### config.mk
export PLATFORM = sky130hd
export DESIGN_NAME = ordered_timer_queue
export DESIGN_NICKNAME = d
export VERILOG_FILES = /design/src/otq_pkg.sv /design/src/otq_arm_delay.sv /design/src/ordered_timer_queue.sv
export VERILOG_INCLUDE_DIRS = /design/src /design/src/src
export SDC_FILE = /design/constraint.sdc
export NUM_CORES = 2
export LEC_CHECK = 0
export BUFFER_PORTS_ARGS = -buffer_cell sky130_fd_sc_hd__buf_4
export CAP_MARGIN = 20
export CORE_MARGIN = 3
export CORE_UTILIZATION = 35
export DETAILED_ROUTE_END_ITERATION = 8
export HOLD_SLACK_MARGIN = 0.05
export SLEW_MARGIN = 20
export SYNTH_ARGS = -nofsm -noshare
export SYNTH_HDL_FRONTEND = slang
export SYNTH_SLANG_ARGS = --single-unit
### constraint.sdc
create_clock -name clk -period 11.05 [get_ports clk]
set_clock_uncertainty 0.2 [all_clocks]
set_input_delay 0.5525 -clock clk [delete_from_list [all_inputs] [get_ports clk]]
set_output_delay 0.5525 -clock clk [all_outputs]
set_load 0.005 [all_outputs]
### src/ordered_timer_queue_macros.svh
// assertion macros for the ordered timer queue
// expects clk and rst_n in the scope of use
`ifndef ORDERED_TIMER_QUEUE_MACROS_SVH
`define ORDERED_TIMER_QUEUE_MACROS_SVH

// same-cycle implication, disabled in reset
`define OTQ_ASSERT_IMP(lbl, ante, cons, msg) \
    lbl: assert property (@(posedge clk) disable iff (!rst_n) (ante) |-> (cons)) \
        else $error(msg);

// next-cycle implication, disabled in reset
`define OTQ_ASSERT_NXT(lbl, ante, cons, msg) \
    lbl: assert property (@(posedge clk) disable iff (!rst_n) (ante) |=> (cons)) \
        else $error(msg);

`endif

### src/otq_pkg.sv
// shared types and constants for the ordered timer queue
// no dependencies
package otq_pkg;

    localparam int SLOTS = 16;
    localparam int IDX_W = $clog2(SLOTS);
    localparam int CNT_W = $clog2(SLOTS + 1);
    localparam int TIME_W = 63;
    localparam int IVAL_W = 32;
    localparam int SEQ_W = 16;
    localparam logic [19:0] MIN_DELAY_RESET = 20'd100;

    localparam logic [1:0] ACT_ADD = 2'd0;
    localparam logic [1:0] ACT_CANCEL = 2'd1;
    localparam logic [1:0] ACT_TICK = 2'd2;

    localparam logic [1:0] KIND_ADD = 2'd0;
    localparam logic [1:0] KIND_CANCEL = 2'd1;
    localparam logic [1:0] KIND_EXPIRED = 2'd2;
    localparam logic [1:0] KIND_TICK = 2'd3;

    typedef enum logic [3:0] {
        ST_IDLE,
        ST_CAN_READ,
        ST_CAN_CHECK,
        ST_SCAN,
        ST_ADD_DONE,
        ST_CAN_DONE,
        ST_EMIT_START,
        ST_EMIT,
        ST_FINAL_START,
        ST_TICK_DONE
    } state_t;

    typedef enum logic [1:0] {
        MODE_MIN,
        MODE_DUE,
        MODE_RELOAD
    } scan_mode_t;

    typedef struct packed {
        logic [TIME_W-1:0] expiration;
        logic [IVAL_W-1:0] interval;
        logic [SEQ_W-1:0]  sequence_tag;
    } entry_t;

endpackage

### src/otq_arm_delay.sv
// arm delay: expiration minus now, floored at zero, clamped to min_delay
// no dependencies
module otq_arm_delay (
    input  logic [62:0] expiration,
    input  logic [62:0] now,
    input  logic [19:0] min_delay,
    output logic [62:0] arm_delay
);

    logic [62:0] diff;

    // difference or zero when already past
    assign diff = (expiration > now) ? (expiration - now) : 63'd0;

    // lower clamp
    assign arm_delay = (diff < {43'd0, min_delay}) ? {43'd0, min_delay} : diff;

endmodule

### src/ordered_timer_queue.sv
// ordered timer queue, top level: entry memory, scan sequencer and result register
// depends on otq_pkg, otq_arm_delay and ordered_timer_queue_macros.svh
// add is one scan over the entry memory, cancel a slot read and a scan, tick a scan for
// due timers, one per expired timer plus one, a reload scan and a final scan; one read
// port, one entry a cycle; one item at a time, the next once the result is registered
// reset: asynchronous, clears all valid bits (queue empty) and sets min_delay to 100
`include "ordered_timer_queue_macros.svh"

module ordered_timer_queue (
    input  logic        clk,
    input  logic        rst_n,
    input  logic        in_valid,
    output logic        in_ready,
    input  logic [1:0]  action,
    input  logic [3:0]  slot,
    input  logic [15:0] sequence_req,
    input  logic [62:0] expiration,
    input  logic [31:0] interval,
    input  logic [62:0] now,
    input  logic        cfg_valid,
    output logic        cfg_ready,
    input  logic [19:0] cfg_data,
    output logic        out_valid,
    input  logic        out_ready,
    output logic [1:0]  kind,
    output logic [3:0]  out_slot,
    output logic [15:0] out_sequence,
    output logic        earliest_changed,
    output logic        cancel_hit,
    output logic [4:0]  expired_count,
    output logic        queue_empty,
    output logic [62:0] next_expiration,
    output logic        arm_request,
    output logic [62:0] arm_delay,
    output logic        last
);

    localparam int S = otq_pkg::SLOTS;
    localparam int IW = otq_pkg::IDX_W;
    localparam int CW = otq_pkg::CNT_W;

    otq_pkg::state_t state_reg, state_next, ret_reg, ret_next;
    otq_pkg::scan_mode_t mode_reg, mode_next;

    logic [1:0]  act_reg, act_next;
    logic [3:0]  slot_reg, slot_next;
    logic [15:0] seq_reg, seq_next;
    logic [62:0] exp_reg, exp_next;
    logic [31:0] ival_reg, ival_next;
    logic [62:0] now_reg, now_next;
    logic [19:0] min_delay_reg;

    logic [S-1:0] valid_reg, valid_next;
    logic [S-1:0] due_reg, due_next;
    logic [S-1:0] left_reg, left_next;
    logic [S-1:0] mask_reg, mask_next;

    logic [CW-1:0] scan_cnt_reg, scan_cnt_next;
    logic          rd_pend_reg, rd_pend_next;
    logic [IW-1:0] rd_idx_reg, rd_idx_next;

    logic          found_reg, found_next;
    logic [62:0]   best_exp_reg, best_exp_next;
    logic [15:0]   best_seq_reg, best_seq_next;
    logic [IW-1:0] best_idx_reg, best_idx_next;
    logic [4:0]    count_reg, count_next;
    logic          hit_reg, hit_next;

    // entry memory
    otq_pkg::entry_t mem [S];
    otq_pkg::entry_t rd_data_reg, wr_data;
    logic          rd_en, wr_en;
    logic [IW-1:0] rd_addr, wr_addr;

    // result register
    logic        out_valid_reg;
    logic [1:0]  kind_reg;
    logic [3:0]  out_slot_reg;
    logic [15:0] out_seq_reg;
    logic        changed_reg, hit_out_reg, empty_reg, arm_reg, last_reg;
    logic [4:0]  count_out_reg;
    logic [62:0] next_exp_reg, delay_reg;

    logic        load_out;
    logic [1:0]  ld_kind;
    logic [3:0]  ld_slot;
    logic [15:0] ld_seq;
    logic        ld_changed, ld_hit, ld_empty, ld_arm, ld_last;
    logic [4:0]  ld_count;
    logic [62:0] ld_next_exp, ld_delay;

    logic          in_xfer, can_load, scan_issue, scan_done, slot_ok, add_changed;
    logic [IW-1:0] slot_idx;
    logic [S-1:0]  slot_sel, valid_wo_slot;
    logic [62:0]   delay_exp, delay_val;
    logic [63:0]   reload_sum;
    logic [62:0]   reload_exp;

    assign in_xfer = in_valid && in_ready;
    assign can_load = !out_valid_reg || out_ready;
    assign scan_issue = (state_reg == otq_pkg::ST_SCAN) && (scan_cnt_reg != CW'(S));
    assign scan_done = (state_reg == otq_pkg::ST_SCAN) && (scan_cnt_reg == CW'(S))
                       && !rd_pend_reg;
    assign slot_ok = 32'(slot_reg) < S;
    assign slot_idx = IW'(slot_reg);
    assign add_changed = slot_ok && (!found_reg || (exp_reg < best_exp_reg));

    // saturating reload time
    assign reload_sum = {1'b0, now_reg} + {32'd0, rd_data_reg.interval};
    assign reload_exp = reload_sum[63] ? {63{1'b1}} : reload_sum[62:0];

    // arm delay for add or tick results
    assign delay_exp = (act_reg == otq_pkg::ACT_ADD) ? exp_reg : best_exp_reg;

    otq_arm_delay u_delay (
        .expiration(delay_exp),
        .now       (now_reg),
        .min_delay (min_delay_reg),
        .arm_delay (delay_val)
    );

    // next state
    always_comb
    begin
        state_next = state_reg;
        case (state_reg)
            otq_pkg::ST_IDLE:
            begin
                if (in_xfer)
                begin
                    case (action)
                        otq_pkg::ACT_ADD:    state_next = otq_pkg::ST_SCAN;
                        otq_pkg::ACT_CANCEL: state_next = otq_pkg::ST_CAN_READ;
                        otq_pkg::ACT_TICK:   state_next = otq_pkg::ST_SCAN;
                        default:             state_next = otq_pkg::ST_IDLE;
                    endcase
                end
            end
            otq_pkg::ST_CAN_READ:    state_next = otq_pkg::ST_CAN_CHECK;
            otq_pkg::ST_CAN_CHECK:   state_next = otq_pkg::ST_SCAN;
            otq_pkg::ST_SCAN:        if (scan_done) state_next = ret_reg;
            otq_pkg::ST_EMIT_START:  state_next = otq_pkg::ST_SCAN;
            otq_pkg::ST_FINAL_START: state_next = otq_pkg::ST_SCAN;
            otq_pkg::ST_EMIT:
            begin
                if (!found_reg || can_load)
                    state_next = otq_pkg::ST_SCAN;
            end
            otq_pkg::ST_ADD_DONE,
            otq_pkg::ST_CAN_DONE,
            otq_pkg::ST_TICK_DONE:   if (can_load) state_next = otq_pkg::ST_IDLE;
            default:                 state_next = otq_pkg::ST_IDLE;
        endcase
    end

    // datapath and memory control
    always_comb
    begin
        ret_next = ret_reg;
        mode_next = mode_reg;
        act_next = act_reg;
        slot_next = slot_reg;
        seq_next = seq_reg;
        exp_next = exp_reg;
        ival_next = ival_reg;
        now_next = now_reg;
        valid_next = valid_reg;
        due_next = due_reg;
        left_next = left_reg;
        mask_next = mask_reg;
        scan_cnt_next = scan_cnt_reg;
        rd_pend_next = 1'b0;
        rd_idx_next = rd_idx_reg;
        found_next = found_reg;
        best_exp_next = best_exp_reg;
        best_seq_next = best_seq_reg;
        best_idx_next = best_idx_reg;
        count_next = count_reg;
        hit_next = hit_reg;
        rd_en = 1'b0;
        rd_addr = slot_idx;
        wr_en = 1'b0;
        wr_addr = slot_idx;
        wr_data = '{expiration: exp_reg, interval: ival_reg, sequence_tag: seq_reg};
        load_out = 1'b0;
        ld_kind = otq_pkg::KIND_ADD;
        ld_slot = 4'd0;
        ld_seq = 16'd0;
        ld_changed = 1'b0;
        ld_hit = 1'b0;
        ld_empty = 1'b0;
        ld_arm = 1'b0;
        ld_last = 1'b1;
        ld_count = 5'd0;
        ld_next_exp = 63'd0;
        ld_delay = 63'd0;
        slot_sel = (32'(slot) < S) ? ({{(S-1){1'b0}}, 1'b1} << slot) : '0;
        valid_wo_slot = valid_reg & ~slot_sel;

        case (state_reg)
            otq_pkg::ST_IDLE:
            begin
                // capture the item; an add or tick starts its first scan, a cancel first reads its slot
                if (in_xfer)
                begin
                    act_next = action;
                    slot_next = slot;
                    seq_next = sequence_req;
                    exp_next = expiration;
                    ival_next = interval;
                    now_next = now;
                    scan_cnt_next = '0;
                    found_next = 1'b0;
                    count_next = 5'd0;
                    hit_next = 1'b0;
                    mask_next = valid_wo_slot;
                    mode_next = otq_pkg::MODE_MIN;
                    ret_next = otq_pkg::ST_ADD_DONE;
                    if (action == otq_pkg::ACT_TICK)
                    begin
                        mode_next = otq_pkg::MODE_DUE;
                        ret_next = otq_pkg::ST_EMIT_START;
                        due_next = '0;
                        left_next = '0;
                    end
                end
            end
            otq_pkg::ST_CAN_READ:
            begin
                rd_en = 1'b1;
            end
            otq_pkg::ST_CAN_CHECK:
            begin
                // tag match removes the entry, then find the new earliest
                if (slot_ok && valid_reg[slot_idx] && (rd_data_reg.sequence_tag == seq_reg))
                begin
                    hit_next = 1'b1;
                    valid_next[slot_idx] = 1'b0;
                end
                mask_next = valid_next;
                mode_next = otq_pkg::MODE_MIN;
                ret_next = otq_pkg::ST_CAN_DONE;
            end
            otq_pkg::ST_SCAN:
            begin
                // issue one read a cycle
                if (scan_issue)
                begin
                    rd_en = 1'b1;
                    rd_addr = IW'(scan_cnt_reg);
                    rd_pend_next = 1'b1;
                    rd_idx_next = IW'(scan_cnt_reg);
                    scan_cnt_next = scan_cnt_reg + CW'(1);
                end
                // handle the entry read in the previous cycle
                if (rd_pend_reg)
                begin
                    case (mode_reg)
                        otq_pkg::MODE_MIN:
                        begin
                            if (mask_reg[rd_idx_reg]
                                && (!found_reg || (rd_data_reg.expiration < best_exp_reg)))
                            begin
                                found_next = 1'b1;
                                best_exp_next = rd_data_reg.expiration;
                                best_seq_next = rd_data_reg.sequence_tag;
                                best_idx_next = rd_idx_reg;
                            end
                        end
                        otq_pkg::MODE_DUE:
                        begin
                            if (valid_reg[rd_idx_reg] && (rd_data_reg.expiration <= now_reg))
                            begin
                                due_next[rd_idx_reg] = 1'b1;
                                left_next[rd_idx_reg] = 1'b1;
                            end
                        end
                        otq_pkg::MODE_RELOAD:
                        begin
                            if (due_reg[rd_idx_reg])
                            begin
                                if (rd_data_reg.interval != 32'd0)
                                begin
                                    wr_en = 1'b1;
                                    wr_addr = rd_idx_reg;
                                    wr_data = '{expiration: reload_exp,
                                                interval: rd_data_reg.interval,
                                                sequence_tag: rd_data_reg.sequence_tag};
                                end
                                else
                                begin
                                    valid_next[rd_idx_reg] = 1'b0;
                                end
                            end
                        end
                        default:
                        begin
                        end
                    endcase
                end
            end
            otq_pkg::ST_EMIT_START:
            begin
                scan_cnt_next = '0;
                found_next = 1'b0;
                mask_next = left_reg;
                mode_next = otq_pkg::MODE_MIN;
                ret_next = otq_pkg::ST_EMIT;
            end
            otq_pkg::ST_EMIT:
            begin
                if (!found_reg)
                begin
                    // all due timers sent, reload or free them
                    scan_cnt_next = '0;
                    mode_next = otq_pkg::MODE_RELOAD;
                    ret_next = otq_pkg::ST_FINAL_START;
                end
                else if (can_load)
                begin
                    load_out = 1'b1;
                    ld_kind = otq_pkg::KIND_EXPIRED;
                    ld_slot = 4'(best_idx_reg);
                    ld_seq = best_seq_reg;
                    ld_last = 1'b0;
                    left_next[best_idx_reg] = 1'b0;
                    mask_next = left_reg & ~({{(S-1){1'b0}}, 1'b1} << best_idx_reg);
                    count_next = count_reg + 5'd1;
                    scan_cnt_next = '0;
                    found_next = 1'b0;
                    mode_next = otq_pkg::MODE_MIN;
                    ret_next = otq_pkg::ST_EMIT;
                end
            end
            otq_pkg::ST_FINAL_START:
            begin
                scan_cnt_next = '0;
                found_next = 1'b0;
                mask_next = valid_reg;
                mode_next = otq_pkg::MODE_MIN;
                ret_next = otq_pkg::ST_TICK_DONE;
            end
            otq_pkg::ST_ADD_DONE:
            begin
                if (can_load)
                begin
                    load_out = 1'b1;
                    ld_kind = otq_pkg::KIND_ADD;
                    ld_slot = slot_reg;
                    ld_changed = add_changed;
                    ld_arm = add_changed;
                    ld_delay = add_changed ? delay_val : 63'd0;
                    ld_empty = slot_ok ? 1'b0 : !found_reg;
                    if (slot_ok)
                        ld_next_exp = add_changed ? exp_reg : best_exp_reg;
                    else
                        ld_next_exp = found_reg ? best_exp_reg : 63'd0;
                    if (slot_ok)
                    begin
                        wr_en = 1'b1;
                        valid_next[slot_idx] = 1'b1;
                    end
                end
            end
            otq_pkg::ST_CAN_DONE:
            begin
                if (can_load)
                begin
                    load_out = 1'b1;
                    ld_kind = otq_pkg::KIND_CANCEL;
                    ld_slot = slot_reg;
                    ld_hit = hit_reg;
                    ld_empty = !found_reg;
                    ld_next_exp = found_reg ? best_exp_reg : 63'd0;
                end
            end
            otq_pkg::ST_TICK_DONE:
            begin
                if (can_load)
                begin
                    load_out = 1'b1;
                    ld_kind = otq_pkg::KIND_TICK;
                    ld_count = count_reg;
                    ld_empty = !found_reg;
                    ld_next_exp = found_reg ? best_exp_reg : 63'd0;
                    ld_arm = found_reg;
                    ld_delay = found_reg ? delay_val : 63'd0;
                end
            end
            default:
            begin
            end
        endcase
    end

    // control registers
    always_ff @(posedge clk or negedge rst_n)
    begin
        if (!rst_n)
        begin
            state_reg <= otq_pkg::ST_IDLE;
            ret_reg <= otq_pkg::ST_IDLE;
            mode_reg <= otq_pkg::MODE_MIN;
            valid_reg <= '0;
            due_reg <= '0;
            left_reg <= '0;
            scan_cnt_reg <= '0;
            rd_pend_reg <= 1'b0;
            found_reg <= 1'b0;
            count_reg <= 5'd0;
            hit_reg <= 1'b0;
            min_delay_reg <= otq_pkg::MIN_DELAY_RESET;
            out_valid_reg <= 1'b0;
        end
        else
        begin
            state_reg <= state_next;
            ret_reg <= ret_next;
            mode_reg <= mode_next;
            valid_reg <= valid_next;
            due_reg <= due_next;
            left_reg <= left_next;
            scan_cnt_reg <= scan_cnt_next;
            rd_pend_reg <= rd_pend_next;
            found_reg <= found_next;
            count_reg <= count_next;
            hit_reg <= hit_next;
            if (cfg_valid && cfg_ready)
                min_delay_reg <= cfg_data;
            if (load_out)
                out_valid_reg <= 1'b1;
            else if (out_ready)
                out_valid_reg <= 1'b0;
        end
    end

    // payload registers
    always_ff @(posedge clk)
    begin
        act_reg <= act_next;
        slot_reg <= slot_next;
        seq_reg <= seq_next;
        exp_reg <= exp_next;
        ival_reg <= ival_next;
        now_reg <= now_next;
        mask_reg <= mask_next;
        rd_idx_reg <= rd_idx_next;
        best_exp_reg <= best_exp_next;
        best_seq_reg <= best_seq_next;
        best_idx_reg <= best_idx_next;
        if (load_out)
        begin
            kind_reg <= ld_kind;
            out_slot_reg <= ld_slot;
            out_seq_reg <= ld_seq;
            changed_reg <= ld_changed;
            hit_out_reg <= ld_hit;
            count_out_reg <= ld_count;
            empty_reg <= ld_empty;
            next_exp_reg <= ld_next_exp;
            arm_reg <= ld_arm;
            delay_reg <= ld_delay;
            last_reg <= ld_last;
        end
    end

    // entry memory, one read and one write port
    always_ff @(posedge clk)
    begin
        if (wr_en)
            mem[wr_addr] <= wr_data;
        if (rd_en)
            rd_data_reg <= mem[rd_addr];
    end

    // ports
    assign in_ready = (state_reg == otq_pkg::ST_IDLE);
    assign cfg_ready = 1'b1;
    assign out_valid = out_valid_reg;
    assign kind = kind_reg;
    assign out_slot = out_slot_reg;
    assign out_sequence = out_seq_reg;
    assign earliest_changed = changed_reg;
    assign cancel_hit = hit_out_reg;
    assign expired_count = count_out_reg;
    assign queue_empty = empty_reg;
    assign next_expiration = next_exp_reg;
    assign arm_request = arm_reg;
    assign arm_delay = delay_reg;
    assign last = last_reg;

    // checks
    `OTQ_ASSERT_IMP(a_expired_not_last, out_valid && (kind == otq_pkg::KIND_EXPIRED), !last,
        "expired timer result marked last")
    `OTQ_ASSERT_IMP(a_emit_pending, (state_reg == otq_pkg::ST_EMIT) && found_reg,
        left_reg[best_idx_reg] && due_reg[best_idx_reg], "emitting a timer that is not due")
    `OTQ_ASSERT_NXT(a_read_source, rd_en && (state_reg != otq_pkg::ST_SCAN),
        state_reg == otq_pkg::ST_CAN_CHECK, "stray memory read outside scan or cancel")
    `OTQ_ASSERT_IMP(a_count_bound, 1'b1, 32'(count_reg) <= S, "expired count above slot count")

endmodule
==> results.json <==
{
  "power.leakage_uw": 0.04552,
  "yosys.area_share.simple_pct": 14.13,
  "fillCellCount": 28085,
  "final_core_util_pct": 41.64,
  "fin_area_um2": 126700,
  "whs_endpoint": "exp_reg[53]$_DFFE_PP_",
  "ctsResizeCount": 0,
  "top_layer_used": "met5",
  "cts_sinks": 2420,
  "gp_congestion": 0.9801,
  "fmax_mhz": 122.1,
  "worstMarginPinSlew_ns": 1.275,
  "r2r-end": "arm_delay[15]$_DFFE_PP_",
  "cts_tree": "built",
  "p_total_uw": 30840,
  "cp.required_ns": 11.47,
  "synth_xor_area_share_pct": 0.8962,
  "finalCriticalPeriod_ns": 8.189,
  "final_antenna_net_count": 0,
  "clockBufferDepth": 4,
  "core_area_um2": 304300,
  "worst_ep_arrival_time_ns": 8.61,
  "grt_pass1_wl_um": 508900,
  "synthDistinctLibCells": 89,
  "yosys_warnings": 0,
  "slew_headroom_pct": 14.08,
  "min_from": "expiration[53]",
  "syn_area_per_cell_um2": 12.24,
  "clk_pin_slew_worst_paths_ns": 0.06,
  "cts_inserted_buffers": 276,
  "ir_worst_vdd_mv": 0.1743,
  "finalMaxSlewViolations": 0,
  "die_h_um": 560.2,
  "instances_no_fill": 13618,
  "report.final.setup_viol": 0,
  "setup_tns_ns": 0,
  "clock-root-buffer": "clkbuf_16",
  "drc": 0,
  "synthMuxAreaShare_pct": 1.054,
  "first_iter_violations": 8799,
  "grt.total_usage_pct": 21.71,
  "synth_top_family_by_area": "simple AND/OR/NAND/NOR gates",
  "drive_above_1_share_pct": 11.62,
  "power_density_nw_per_um2": 243.4,
  "hold_violations": 0,
  "die_w_um": 560.2,
  "yosys-top-cells-area": "edfxtp_1, nand2_1, ha_1",
  "grt_pass1_vias": 72538,
  "yosys.area.top_type": "edfxtp_1",
  "syn2layout_area_growth_pct": 17.86,
  "min_path_type": "input pin to register",
  "cts_setup_buffers": 0,
  "fin_nets": 9821,
  "io_pins": 366,
  "place_hpwl_um": 218900,
  "met1_length_um": 158200,
  "antenna_found_initial": 36,
  "reg2reg_depth": 26,
  "port_buffers": 364,
  "synthArstFlopShare_pct": 3.802,
  "grt_start_max_net_pins": 176,
  "ys_seq_area_share_pct": 67.17,
  "synth_fp_nets": 9297,
  "path_max_fanout": 36,
  "vias_per_cell": 5.578,
  "rows": 202,
  "place_area_um2": 115200,
  "start_util_pct": 35.33,
  "timing.rr.start": "act_reg[1]$_DFFE_PP_",
  "startpoint_type": "register",
  "synthCells": 8786,
  "die_area_um2": 313800,
  "dr.pass1.iters": 6,
  "synth_ff_type": "edfxtp_1",
  "synth_compound_area_share_pct": 10.54,
  "cp-end-kind": "register",
  "period_share_pct": 74.11,
  "dr_wl_met2_um": 157300,
  "largest_register_ff_count": 1776,
  "yosys.area.top_type_share_pct": 65.03,
  "cts-hold-fix-buffers": 245,
  "critPathKind": "register to register",
  "wirelength_um": 354400,
  "status": "completed",
  "clk_latency_ns": 0.91,
  "dr_wl_met3_um": 27540,
  "netlist_area_um2": 107500,
  "placed_cells": 12867,
  "num_vias": 75960,
  "r2r_slack_ns": 2.86,
  "rsz0062_at_grt": "no",
  "synth_fa_ha_area_share_pct": 3.575,
  "synth_edf_count": 2328,
  "ys_seq_elements": 2420,
  "cap_violations": 0,
  "htree_levels": 5,
  "grt.overflow.total": 0,
  "hold_path_depth": 2,
  "routedWlPerCell_um": 26.02
}
[layout make-up]
cell class                 instances  area, µm²  area share, %
clock inverter                   156       1657          1.307
clock buffer                     340       7279          5.745
multi-input combinational       5625      32870          25.94
sequential                      2420      72210          56.99
timing repair buffer             772       6744          5.322
tap                             4080       5105          4.029
antenna                           10      25.02        0.01975
inverter                         215      814.5         0.6428
[cells in the mapped netlist (8+ instances only)]
cell	n
o211ai_1	38
nor2_1	269
or2_2	12
a311oi_1	334
o311ai_0	9
inv_1	214
nor3_1	72
xor2_1	33
mux4_2	18
o22ai_2	19
o31ai_1	14
o21ai_1	11
a221oi_1	8
o21ai_0	284
mux2_2	54
nand2b_1	36
xnor2_1	77
edfxtp_1	2328
nor4_1	23
nand3_1	494
clkbuf_1	489
nor2b_1	25
and3_1	250
and2_1	31
o21bai_1	16
ha_1	304
a211o_1	9
a211oi_1	46
a22o_1	105
a31oi_1	129
and4_1	13
o21a_1	23
buf_1	16
nand2_1	2130
a21oi_1	368
or3_1	14
dfrtp_1	89
mux2i_1	12
a2111oi_0	19
buf_2	16
a21o_1	117
nand4_1	93
[logic make-up (layout without fill, tap and decap cells)]
| family | after synthesis | after routing |
|---|---|---|
| flops | 2420 | 2420 |
| simple gates | 3487 | 3487 |
| mux | 84 | 84 |
| xor+xnor | 110 | 110 |
| buf+inv | 741 | 1483 |
| other cells | 1 | 11 |
| compound gates | 1637 | 1637 |
| fa+ha+maj | 306 | 306 |
[report_power, final]
part	total, µW	switching, µW	internal, µW
logic	9500	6450	3040
clock network	9070	3830	5240
registers	12300	917	11400
total	30800	11200	19600
[critical path, cell delays in order, from the launching register on]
cell and delay [ns]:
edfxtp_1 0.41, nor2_4 0.52, buf_4 0.41, o21ai_0 0.14, ha_1 0.52, nand4_1 0.18
nor3_1 0.37, nand3_1 0.19, a21oi_1 0.63, o211a_1 0.30, o21ai_0 0.10, buf_4 0.18
or3_1 0.43, inv_1 0.08, ha_1 0.25, nand2_1 0.08, nor2_1 0.05, a211oi_1 0.21
o21ai_0 0.19, a211oi_1 0.61, or3b_2 0.53, a32oi_1 0.21, o2111ai_1 0.16, a211o_1 0.34
o21ai_2 0.13, buf_4 0.34, o22ai_2 0.12
[per-stage QoR]
step,worst slack [ns],hold WS (ns)
2_1_floorplan,2.752,0.05691
3_3_place_gp,2.885,0.2734
3_5_place_dp,2.974,0.2732
4_1_cts,2.916,0.1026
5_1_grt,2.560,0.1606
6_report,2.861,0.1843
[placed cells by master, fill, tap and decap left out, types with 21 or more instances in the layout]
cell type and n:
clkbuf_1 53, nand2b_1 36, and2_1 31, o21a_1 23
bufinv_16 21, xor2_1 33, a311oi_1 334, nor3_1 70
nand3_1 494, nor2b_1 24, and3_1 249, a21oi_1 338
edfxtp_1 2328, nand2_1 2130, buf_4 501, o21ai_0 282
o211ai_1 38, nor2_1 251, nand4_1 93, a21o_1 117
clkinv_2 33, clkinv_1 53, inv_1 213, a21oi_2 29
mux2_2 51, buf_12 27, ha_1 304, a31oi_1 129
xnor2_1 77, a22o_1 105, a211oi_1 46, clkbuf_16 278
nor4_1 21, dfrtp_1 89, dlygate4sd3_1 244
[worst max path at each step]
stage / cells past startpoint / slack [ns] / start / to
global route: 27 / 2.56 / act_reg[1]$_DFFE_PP_ / arm_delay[10]$_DFFE_PP_
detailed placement: 25 / 2.97 / act_reg[1]$_DFFE_PP_ / arm_delay[0]$_DFFE_PP_
CTS: 25 / 2.92 / act_reg[1]$_DFFE_PP_ / arm_delay[17]$_DFFE_PP_
global placement: 26 / 2.89 / act_reg[1]$_DFFE_PP_ / arm_delay[0]$_DFFE_PP_
finish: 26 / 2.86 / act_reg[1]$_DFFE_PP_ / arm_delay[15]$_DFFE_PP_
floorplan: 9 / 2.75 / rd_idx_reg[0]$_DFFE_PP_ / mem[8][0]$_DFFE_PP_
[metal layers]
layer  up-vias  track usage (%)
li1      33888                -
met1     38198            31.96
met2      3356            33.06
met3       514            2.997
met4         4            6.997
met5         -                0
Power figures use the tool's default switching activity.
